===== config.mk =====
export PLATFORM = sky130hd
export DESIGN_NAME = joint_pose_ramp_sequencer_core
export DESIGN_NICKNAME = d
export VERILOG_FILES = /design/src/jprs_pkg.sv /design/src/jprs_div.sv /design/src/joint_pose_ramp_sequencer_core.sv
export SDC_FILE = /design/constraint.sdc
export NUM_CORES = 2
export LEC_CHECK = 0
export BUFFER_PORTS_ARGS = -buffer_cell sky130_fd_sc_hd__buf_2
export CORE_ASPECT_RATIO = 1.25
export CORE_MARGIN = 2
export CORE_UTILIZATION = 40
export CTS_CLUSTER_DIAMETER = 150
export DETAILED_ROUTE_END_ITERATION = 16
export GPL_TIMING_DRIVEN = 0
export PLACE_DENSITY = 0.6
export SETUP_SLACK_MARGIN = 0.2
export SLEW_MARGIN = 10
export SYNTH_ARGS = -nofsm -noshare
export SYNTH_HDL_FRONTEND = slang
export SYNTH_SLANG_ARGS = --single-unit

===== constraint.sdc =====
create_clock -name clk -period 10.4 [get_ports clk]
set_input_delay 3.12 -clock clk [delete_from_list [all_inputs] [get_ports clk]]
set_output_delay 3.12 -clock clk [all_outputs]
set_load 0.1 [all_outputs]

===== src/jprs_pkg.sv =====
// Shared types, codes and constants of the pose ramp sequencer.
// No dependencies; used by the core and its checker.
package jprs_pkg;

  localparam int NUM_JOINTS_DEF  = 12;
  localparam int ANGLE_WIDTH_DEF = 16;

  localparam int CFG_W     = 16;
  localparam int CFG_IDX_W = 3;
  localparam int JOINT_W   = 4;
  localparam int TICK_W    = 16;

  localparam logic [TICK_W-1:0] CAPTURE_TICKS = 16'd10;
  localparam logic [TICK_W-1:0] TICK_MAX      = 16'hFFFF;
  localparam logic signed [15:0] FF_TORQUE    = -16'sd2662;

  localparam logic [CFG_W-1:0] STIFFNESS_RST = 16'd3840;
  localparam logic [CFG_W-1:0] DAMPING_RST   = 16'd192;
  localparam logic [CFG_W-1:0] HOLD_RST      = 16'd1000;
  localparam logic [CFG_W-1:0] RISE_RST      = 16'd800;
  localparam logic [CFG_W-1:0] LOWER_RST     = 16'd800;
  localparam logic signed [CFG_W-1:0] STAND_HIP_RST   = 16'sd0;
  localparam logic signed [CFG_W-1:0] STAND_THIGH_RST = 16'sd2744;
  localparam logic signed [CFG_W-1:0] STAND_CALF_RST  = -16'sd5325;

  typedef enum logic [CFG_IDX_W-1:0] {
    REG_STIFFNESS   = 3'd0,
    REG_DAMPING     = 3'd1,
    REG_HOLD        = 3'd2,
    REG_RISE        = 3'd3,
    REG_LOWER       = 3'd4,
    REG_STAND_HIP   = 3'd5,
    REG_STAND_THIGH = 3'd6,
    REG_STAND_CALF  = 3'd7
  } cfg_reg_t;

  typedef enum logic [2:0] {
    PH_CAPTURE = 3'd0,
    PH_HOLD    = 3'd1,
    PH_RISE    = 3'd2,
    PH_STAND   = 3'd3,
    PH_LOWER   = 3'd4
  } phase_t;

  typedef enum logic [2:0] {
    MODE_CAP    = 3'd0,
    MODE_CAPEND = 3'd1,
    MODE_HOLD   = 3'd2,
    MODE_RISE   = 3'd3,
    MODE_STAND  = 3'd4,
    MODE_LOWER  = 3'd5
  } mode_t;

  typedef enum logic [1:0] {
    KIND_HIP   = 2'd0,
    KIND_THIGH = 2'd1,
    KIND_CALF  = 2'd2
  } joint_kind_t;

  function automatic joint_kind_t joint_kind(input logic [JOINT_W-1:0] j);
    joint_kind_t k;
    case (j) inside
      4'd0, 4'd3, 4'd6, 4'd9, 4'd12, 4'd15: k = KIND_HIP;
      4'd1, 4'd4, 4'd7, 4'd10, 4'd13:       k = KIND_THIGH;
      default:                              k = KIND_CALF;
    endcase
    return k;
  endfunction

endpackage


===== src/jprs_div.sv =====
// Shift-subtract divider: one quotient bit per cycle.
// Quotient must fit QW bits (dividend < divisor * 2**QW). No package use.
module jprs_div #(
  parameter int QW = 16,
  parameter int DW = 16
) (
  input  logic             clk,
  input  logic             rst_n,
  input  logic             start,
  input  logic [QW+DW-1:0] dividend,
  input  logic [DW-1:0]    divisor,
  output logic [QW-1:0]    quotient,
  output logic             done
);

  localparam int PW = QW + DW;
  localparam int CW = $clog2(QW + 1);

  logic [PW-1:0] rem_r;
  logic [PW-1:0] dsh_r;
  logic [QW-1:0] quo_r;
  logic [CW-1:0] cnt_r;
  logic          busy_r;
  logic          done_r;
  logic          fits;

  assign fits = (rem_r >= dsh_r);

  always_ff @(posedge clk) begin
    if (!rst_n) begin
      busy_r <= 1'b0;
      done_r <= 1'b0;
      cnt_r  <= '0;
    end else begin
      done_r <= 1'b0;
      if (start) begin
        busy_r <= 1'b1;
        cnt_r  <= CW'(QW);
      end else if (busy_r) begin
        cnt_r <= cnt_r - 1'b1;
        if (cnt_r == CW'(1)) begin
          busy_r <= 1'b0;
          done_r <= 1'b1;
        end
      end
    end
  end

  always_ff @(posedge clk) begin
    if (start) begin
      rem_r <= dividend;
      dsh_r <= PW'(divisor) << (QW - 1);
    end else if (busy_r) begin
      if (fits) begin
        rem_r <= rem_r - dsh_r;
      end
      quo_r <= {quo_r[QW-2:0], fits};
      dsh_r <= dsh_r >> 1;
    end
  end

  assign quotient = quo_r;
  assign done     = done_r;

endmodule


===== src/joint_pose_ramp_sequencer_core.sv =====
// Pose ramp sequencer core: phase sequencer, start pose store and ramp datapath.
// Depends on jprs_pkg and jprs_div.
//
// Usage: one measured joint angle per input transaction on in_* (valid/stall);
// joint 0 opens a control tick and carries the quit request. Each input
// transaction yields exactly one command transaction on out_*. Registers are
// written on cfg_* (write enable, index, data); the user must write them only
// while the block is idle, as the block does not enforce this.
// Steps: a ramp item (rise or lower phase, inside its duration) passes the
// tick, read, multiply, divider start and divide states (the shift-subtract
// divider yields one quotient bit per cycle), then the finish state and the
// output register; other items skip the two divider states.
// One item is in flight at a time; in_stall is high from accept until the
// result is in the output register, so the next item is taken while a result
// still waits there.
// Reset (synchronous, rst_n low): capture phase, tick count 0, registers at
// their defaults, output empty. The start pose store has no reset.
// Receiver stall: out_* holds its transaction; the block finishes the next item
// and waits with it until the output register frees up.
module joint_pose_ramp_sequencer_core #(
  parameter int NUM_JOINTS  = jprs_pkg::NUM_JOINTS_DEF,
  parameter int ANGLE_WIDTH = jprs_pkg::ANGLE_WIDTH_DEF
) (
  input  logic                                  clk,
  input  logic                                  rst_n,
  input  logic                                  cfg_wr_en,
  input  logic [jprs_pkg::CFG_IDX_W-1:0]        cfg_index,
  input  logic [jprs_pkg::CFG_W-1:0]            cfg_wdata,
  input  logic                                  in_valid,
  output logic                                  in_stall,
  input  logic [jprs_pkg::JOINT_W-1:0]          in_joint_index,
  input  logic signed [ANGLE_WIDTH-1:0]         in_measured_angle,
  input  logic                                  in_quit_request,
  output logic                                  out_valid,
  input  logic                                  out_stall,
  output logic signed [ANGLE_WIDTH-1:0]         out_target_angle,
  output logic [jprs_pkg::CFG_W-1:0]            out_stiffness_out,
  output logic [jprs_pkg::CFG_W-1:0]            out_damping_out,
  output logic signed [15:0]                    out_feedforward_torque,
  output logic                                  out_command_sent,
  output logic [2:0]                            out_phase
);

  import jprs_pkg::*;

  localparam int AW = ANGLE_WIDTH;
  localparam int EW = (AW > CFG_W) ? AW : CFG_W;
  localparam int VW = EW + 1;
  localparam int PW = EW + TICK_W;
  localparam int JW = (NUM_JOINTS > 1) ? $clog2(NUM_JOINTS) : 1;
  localparam int XW = (JW > JOINT_W) ? JW : JOINT_W;

  typedef enum logic [6:0] {
    S_IDLE  = 7'b0000001,
    S_TICK  = 7'b0000010,
    S_READ  = 7'b0000100,
    S_MUL   = 7'b0001000,
    S_DIVGO = 7'b0010000,
    S_DIV   = 7'b0100000,
    S_FIN   = 7'b1000000
  } seq_state_t;

  seq_state_t state_r, state_nxt;

  // configuration
  logic [CFG_W-1:0]        stiffness_r, damping_r, hold_r, rise_r, lower_r;
  logic signed [CFG_W-1:0] stand_hip_r, stand_thigh_r, stand_calf_r;

  // sequencing state
  phase_t            phase_r, phase_nxt;
  mode_t             mode_r, mode_nxt;
  logic [TICK_W-1:0] tick_r, tick_nxt;

  // latched input transaction
  logic [JOINT_W-1:0]   joint_r;
  logic signed [AW-1:0] angle_r;
  logic                 quit_r;

  // pose store
  logic [AW-1:0] pose_mem [NUM_JOINTS];
  logic [AW-1:0] pose_rd_r;
  logic [XW-1:0] joint_x;
  logic [JW-1:0] pose_addr;
  logic          joint_ok;

  // ramp datapath
  logic signed [EW-1:0] start_x, stand_x, from_x, to_x, direct_x;
  logic signed [VW-1:0] diff;
  logic [EW-1:0]        diff_mag;
  logic [TICK_W-1:0]    dur;
  logic                 is_ramp, ramp_phase;
  logic [PW-1:0]        prod_r;
  logic signed [EW-1:0] from_r, tgt_r;
  logic                 neg_r, ramp_r;
  logic                 div_start, div_done;
  logic [EW-1:0]        div_quo;
  logic signed [VW:0]   from_ext, quo_ext, ramp_sum;
  logic [TICK_W-1:0]    tick_inc;

  // output register
  logic                 out_valid_r;
  logic signed [AW-1:0] out_target_r;
  logic [CFG_W-1:0]     out_stiff_r, out_damp_r;
  logic signed [15:0]   out_ff_r;
  logic                 out_sent_r;
  phase_t               out_phase_r;
  logic                 out_load;
  logic                 gains_on, sent_on;

  // ---------------- configuration ----------------
  always_ff @(posedge clk) begin
    if (!rst_n) begin
      stiffness_r   <= STIFFNESS_RST;
      damping_r     <= DAMPING_RST;
      hold_r        <= HOLD_RST;
      rise_r        <= RISE_RST;
      lower_r       <= LOWER_RST;
      stand_hip_r   <= STAND_HIP_RST;
      stand_thigh_r <= STAND_THIGH_RST;
      stand_calf_r  <= STAND_CALF_RST;
    end else if (cfg_wr_en) begin
      unique case (cfg_reg_t'(cfg_index))
        REG_STIFFNESS:   stiffness_r   <= cfg_wdata;
        REG_DAMPING:     damping_r     <= cfg_wdata;
        REG_HOLD:        hold_r        <= cfg_wdata;
        REG_RISE:        rise_r        <= cfg_wdata;
        REG_LOWER:       lower_r       <= cfg_wdata;
        REG_STAND_HIP:   stand_hip_r   <= cfg_wdata;
        REG_STAND_THIGH: stand_thigh_r <= cfg_wdata;
        REG_STAND_CALF:  stand_calf_r  <= cfg_wdata;
        default: ;
      endcase
    end
  end

  // ---------------- tick / phase update ----------------
  assign tick_inc = (tick_r == TICK_MAX) ? tick_r : tick_r + 1'b1;

  always_comb begin
    phase_t ph;
    logic [TICK_W-1:0] t;
    ph        = phase_r;
    t         = tick_inc;
    mode_nxt  = mode_r;
    if (quit_r && (phase_r == PH_STAND)) begin
      ph = PH_LOWER;
      t  = '0;
    end
    case (ph)
      PH_HOLD: begin
        mode_nxt = MODE_HOLD;
        if (t >= hold_r) begin
          ph = PH_RISE;
          t  = '0;
        end
      end
      PH_RISE: begin
        if (t <= rise_r) begin
          mode_nxt = MODE_RISE;
        end else begin
          ph       = PH_STAND;
          mode_nxt = MODE_STAND;
        end
      end
      PH_STAND: mode_nxt = MODE_STAND;
      PH_LOWER: mode_nxt = MODE_LOWER;
      default: begin
        if (t <= CAPTURE_TICKS) begin
          ph       = PH_CAPTURE;
          mode_nxt = MODE_CAP;
        end else begin
          ph       = PH_HOLD;
          t        = '0;
          mode_nxt = MODE_CAPEND;
        end
      end
    endcase
    phase_nxt = ph;
    tick_nxt  = t;
  end

  always_ff @(posedge clk) begin
    if (!rst_n) begin
      phase_r <= PH_CAPTURE;
      mode_r  <= MODE_CAP;
      tick_r  <= '0;
    end else if ((state_r == S_TICK) && (joint_r == '0)) begin
      phase_r <= phase_nxt;
      mode_r  <= mode_nxt;
      tick_r  <= tick_nxt;
    end
  end

  // ---------------- input latch ----------------
  always_ff @(posedge clk) begin
    if ((state_r == S_IDLE) && in_valid) begin
      joint_r <= in_joint_index;
      angle_r <= in_measured_angle;
      quit_r  <= in_quit_request;
    end
  end

  // ---------------- pose store ----------------
  assign joint_x   = XW'(joint_r);
  assign pose_addr = joint_x[JW-1:0];
  assign joint_ok  = (32'(joint_r) < NUM_JOINTS);

  always_ff @(posedge clk) begin
    if (state_r == S_READ) begin
      if ((mode_r == MODE_CAP) && joint_ok) begin
        pose_mem[pose_addr] <= angle_r;
      end
      pose_rd_r <= pose_mem[pose_addr];
    end
  end

  // ---------------- ramp setup ----------------
  always_comb begin
    start_x = joint_ok ? EW'(signed'(pose_rd_r)) : '0;
    case (joint_kind(joint_r))
      KIND_HIP:   stand_x = EW'(stand_hip_r);
      KIND_THIGH: stand_x = EW'(stand_thigh_r);
      default:    stand_x = EW'(stand_calf_r);
    endcase
    ramp_phase = (mode_r == MODE_RISE) || (mode_r == MODE_LOWER);
    if (mode_r == MODE_LOWER) begin
      from_x = stand_x;
      to_x   = start_x;
      dur    = lower_r;
    end else begin
      from_x = start_x;
      to_x   = stand_x;
      dur    = rise_r;
    end
    is_ramp  = ramp_phase && (dur != '0) && (tick_r < dur);
    diff     = VW'(to_x) - VW'(from_x);
    diff_mag = diff[VW-1] ? EW'(-diff) : EW'(diff);
    case (mode_r)
      MODE_HOLD:  direct_x = start_x;
      MODE_STAND: direct_x = stand_x;
      MODE_RISE, MODE_LOWER: direct_x = to_x;
      default:    direct_x = '0;
    endcase
  end

  always_ff @(posedge clk) begin
    if (state_r == S_MUL) begin
      prod_r <= PW'(diff_mag) * PW'(tick_r);
      neg_r  <= diff[VW-1];
      from_r <= from_x;
      tgt_r  <= direct_x;
      ramp_r <= is_ramp;
    end
  end

  assign div_start = (state_r == S_DIVGO);

  jprs_div #(
    .QW(EW),
    .DW(TICK_W)
  ) u_div (
    .clk      (clk),
    .rst_n    (rst_n),
    .start    (div_start),
    .dividend (prod_r),
    .divisor  (dur),
    .quotient (div_quo),
    .done     (div_done)
  );

  assign from_ext = (VW+1)'(from_r);
  assign quo_ext  = signed'({2'b00, div_quo});
  assign ramp_sum = neg_r ? (from_ext - quo_ext) : (from_ext + quo_ext);

  // ---------------- sequencer ----------------
  assign out_load = (state_r == S_FIN) && (!out_valid_r || !out_stall);

  always_comb begin
    state_nxt = state_r;
    unique case (state_r)
      S_IDLE:  if (in_valid) state_nxt = S_TICK;
      S_TICK:  state_nxt = S_READ;
      S_READ:  state_nxt = S_MUL;
      S_MUL:   state_nxt = is_ramp ? S_DIVGO : S_FIN;
      S_DIVGO: state_nxt = S_DIV;
      S_DIV:   if (div_done) state_nxt = S_FIN;
      S_FIN:   if (out_load) state_nxt = S_IDLE;
      default: state_nxt = S_IDLE;
    endcase
  end

  always_ff @(posedge clk) begin
    if (!rst_n) begin
      state_r <= S_IDLE;
    end else begin
      state_r <= state_nxt;
    end
  end

  assign in_stall = (state_r != S_IDLE);

  // ---------------- output register ----------------
  assign gains_on = (mode_r == MODE_HOLD) || (mode_r == MODE_RISE) ||
                    (mode_r == MODE_STAND) || (mode_r == MODE_LOWER);
  assign sent_on  = (mode_r == MODE_RISE) || (mode_r == MODE_STAND) ||
                    (mode_r == MODE_LOWER);

  always_ff @(posedge clk) begin
    if (!rst_n) begin
      out_valid_r <= 1'b0;
    end else if (out_load) begin
      out_valid_r <= 1'b1;
    end else if (!out_stall) begin
      out_valid_r <= 1'b0;
    end
  end

  always_ff @(posedge clk) begin
    if (out_load) begin
      out_target_r <= ramp_r ? ramp_sum[AW-1:0] : tgt_r[AW-1:0];
      out_stiff_r  <= gains_on ? stiffness_r : '0;
      out_damp_r   <= gains_on ? damping_r : '0;
      out_ff_r     <= (sent_on && ((joint_r == 4'd0) || (joint_r == 4'd3))) ?
                      FF_TORQUE : '0;
      out_sent_r   <= sent_on;
      case (mode_r)
        MODE_HOLD:  out_phase_r <= PH_HOLD;
        MODE_RISE:  out_phase_r <= PH_RISE;
        MODE_STAND: out_phase_r <= PH_STAND;
        MODE_LOWER: out_phase_r <= PH_LOWER;
        default:    out_phase_r <= PH_CAPTURE;
      endcase
    end
  end

  assign out_valid              = out_valid_r;
  assign out_target_angle       = out_target_r;
  assign out_stiffness_out      = out_stiff_r;
  assign out_damping_out        = out_damp_r;
  assign out_feedforward_torque = out_ff_r;
  assign out_command_sent       = out_sent_r;
  assign out_phase              = out_phase_r;

endmodule


==> reports/results.ini <==
[yosys]
syn_avg_cell_area_um2=10.3
syn_inst=3643
ys.flop_type=edfxtp_1
syn-cell-area_mm2=0.0374
ys_types=90
synth_edf_count=412
async_reset_ff_share_pct=0
seq_area_frac_synth_pct=42.7
synth-seq-cells=592
synth.yosys.warnings=0

[global_route]
grt_pass1_vias=27900
globalRoute.totalOverflow=0
antenna_found_initial=3
grt_usage_pct=21.5
grt_pass1_wl_mm=161
grt_max_degree=26

[finish]
final_cell_mix=nand2_1 (486), edfxtp_1 (412), inv_1 (345)
diodes=0
mostFrequentLayoutCell=nand2_1
syn_to_final_growth_pct=17.6
fin_area_mm2=0.0440
fin_util_pct=47.4
nets=4392
drive_above_1_share_pct=15.9
num-fill-cells=8619

[critical_path]
worstSetupPathType=reg2reg
path_common_cell=fa_1
worstPathArrival_ns=11.00
cp_max_fo=7
max_stage_delay_ns=0.57
start_kind=flop
end_kind=flop
cp_data_required_time_ns=10.90
critPathSlowestCell=fa_1

[placed_design]
port_buffers=90
gp_congestion=0.956
place_area_mm2=0.0398
dpl.hpwl_mm=78.0
dpl_worst_slack_ns=-2.54

[clock_tree]
cts_buffer_depth=3
cts_buffers=61
clock_sinks=592
clk_pin_slew_worst_paths_ns=0.07
insertion_delay_ns=0.68
cts_hold_buf=0
cts_root_buf=clkbuf_16
htree_levels=2
cts_tree=yes

[sta]
hold_ws_ns=0.448
worst_slack_ns=-0.0963
slew_violations=0
max_slew.worst_pin.slew_ns=1.25
min_period_ns=10.50
max_freq_mhz=95.3
relSlewSlack_pct=15.8
setup_viol=3
hold_violations=0
skew_ns=0.0453
grt_setup_unrepaired=true
post-route-period-util_pct=101

[die]
rows=125
coreArea_mm2=0.0929
initial_core_util_pct=40.3
dieWidth_um=278
fp.dieH_um=346
dieArea_mm2=0.0961
ios=115

[detailed_routing]
drc=0
drt-total-wl_mm=105
via_per_inst=5.41
num_vias=28100
routed-wl-met2_mm=51.7
met1_length_mm=44.1
wl_met3_mm=5.78
maxUsedRoutingLayer=met4
first_iter_violations=2271
drt-wirelength-per-cell_um=20.3
ant_nets=0
first_pass_iters=6

[outcome]
violations=negative setup slack
status=finished, violations left

[power]
p_leak_uw=0.0179
ir_worst_vdd_uv=160
p_per_area_mw_per_mm2=158
power.total_uw=6940

[min_path]
worstHoldPathType=reg2reg

[job]
cap_violations=0

-- critical path, delay by kind of cell, from the launching register on --
kind                     cells  cell delay, ns
adder cells (fa/ha/maj)      8            3.73
buffers and inverters        8            0.88
multiplexers                 1            0.29
AO/OA/AOI/OAI               15            2.95
AND/OR/NAND/NOR              8            2.07
flip-flops                   1            0.39
-- cell families after synthesis --
group           synth area share, %
xor+xnor                       2.63
compound gates                 11.8
mux                            4.43
flops                          42.7
fa+ha+maj                      17.8
simple gates                   14.6
buf+inv                        5.98
other cells                  0.0100
-- timing repair --
| action | 4_1_cts | 5_1_grt |
|---|---|---|
| pin swaps | 63 | 47 |
| gates resized for setup | 168 | 90 |
| gates cloned | 1 | 1 |
| endpoints found under the setup margin | 25 | 19 |
| setup buffers | 81 | 25 |
-- cell type report --
class                           count  area, um^2  area share [%]
Multi-Input combinational cell   2490       20300            46.0
Clock inverter                     38         454            1.03
Buffer                            206        1070            2.43
Tap cell                         1206        1510            3.43
Inverter                          359        1350            3.06
Sequential cell                   592       16000            36.3
Timing Repair Buffer              222        1720            3.90
Clock buffer                       78        1700            3.87
-- cells in the mapped netlist (22+ instances only) --
master	count	area share (%)
dfxtp_1	180	9.6
nand3_1	95	1.3
nand2_1	491	4.9
nand2b_1	35	0.58
nand4_1	23	0.38
edfxtp_1	412	33
o21a_1	42	0.84
mux4_2	48	2.9
xor2_1	31	0.73
a21o_1	57	1.1
ha_1	218	7.3
mux2i_1	43	1.1
and2_1	136	2.3
clkbuf_1	145	1.5
nor2b_1	48	0.80
xnor2_1	72	1.7
nor2_1	198	2.0
inv_1	355	3.6
a21oi_1	279	3.7
a31oi_1	22	0.37
nor3_1	44	0.59
o21ai_0	113	1.5
fa_1	197	11
-- per-stage QoR --
step	setup TNS, ns	cells
after floorplan	0	3648
after global placement	-36.78	4944
after detailed placement	-37.87	4968
after CTS	-0.0407	5165
after global routing	-1.36	5191
final	-0.181	5191
-- per-layer routing --
layer,vias up,track usage [%]
met5,-,0
met4,0,7.39
met3,209,2.80
met2,856,37.1
met1,13900,27.9
li1,13100,-
-- sequential cells by signal, indices dropped and copies added (netlist names), 31 cells and up --
signal / flops
pose_mem: 192
prod_r: 32
u_div.dsh_r: 31
u_div.rem_r: 32
-- worst paths after layout --
kind                  start             end  slack, ns  cells past startpoint
min reg2reg  stiffness_r[7]  stiffness_r[7]       0.45                      2
max              joint_r[1]      prod_r[29]       -0.1                     40
max reg2reg      joint_r[1]      prod_r[29]       -0.1                     40
min          stiffness_r[7]  stiffness_r[7]       0.45                      2
-- power by group --
group          internal, uW  switching, uW
Sequential             2560           38.2
Combinational           842           1180
Clock                  1340            982
(Power assumes the default switching activity.)
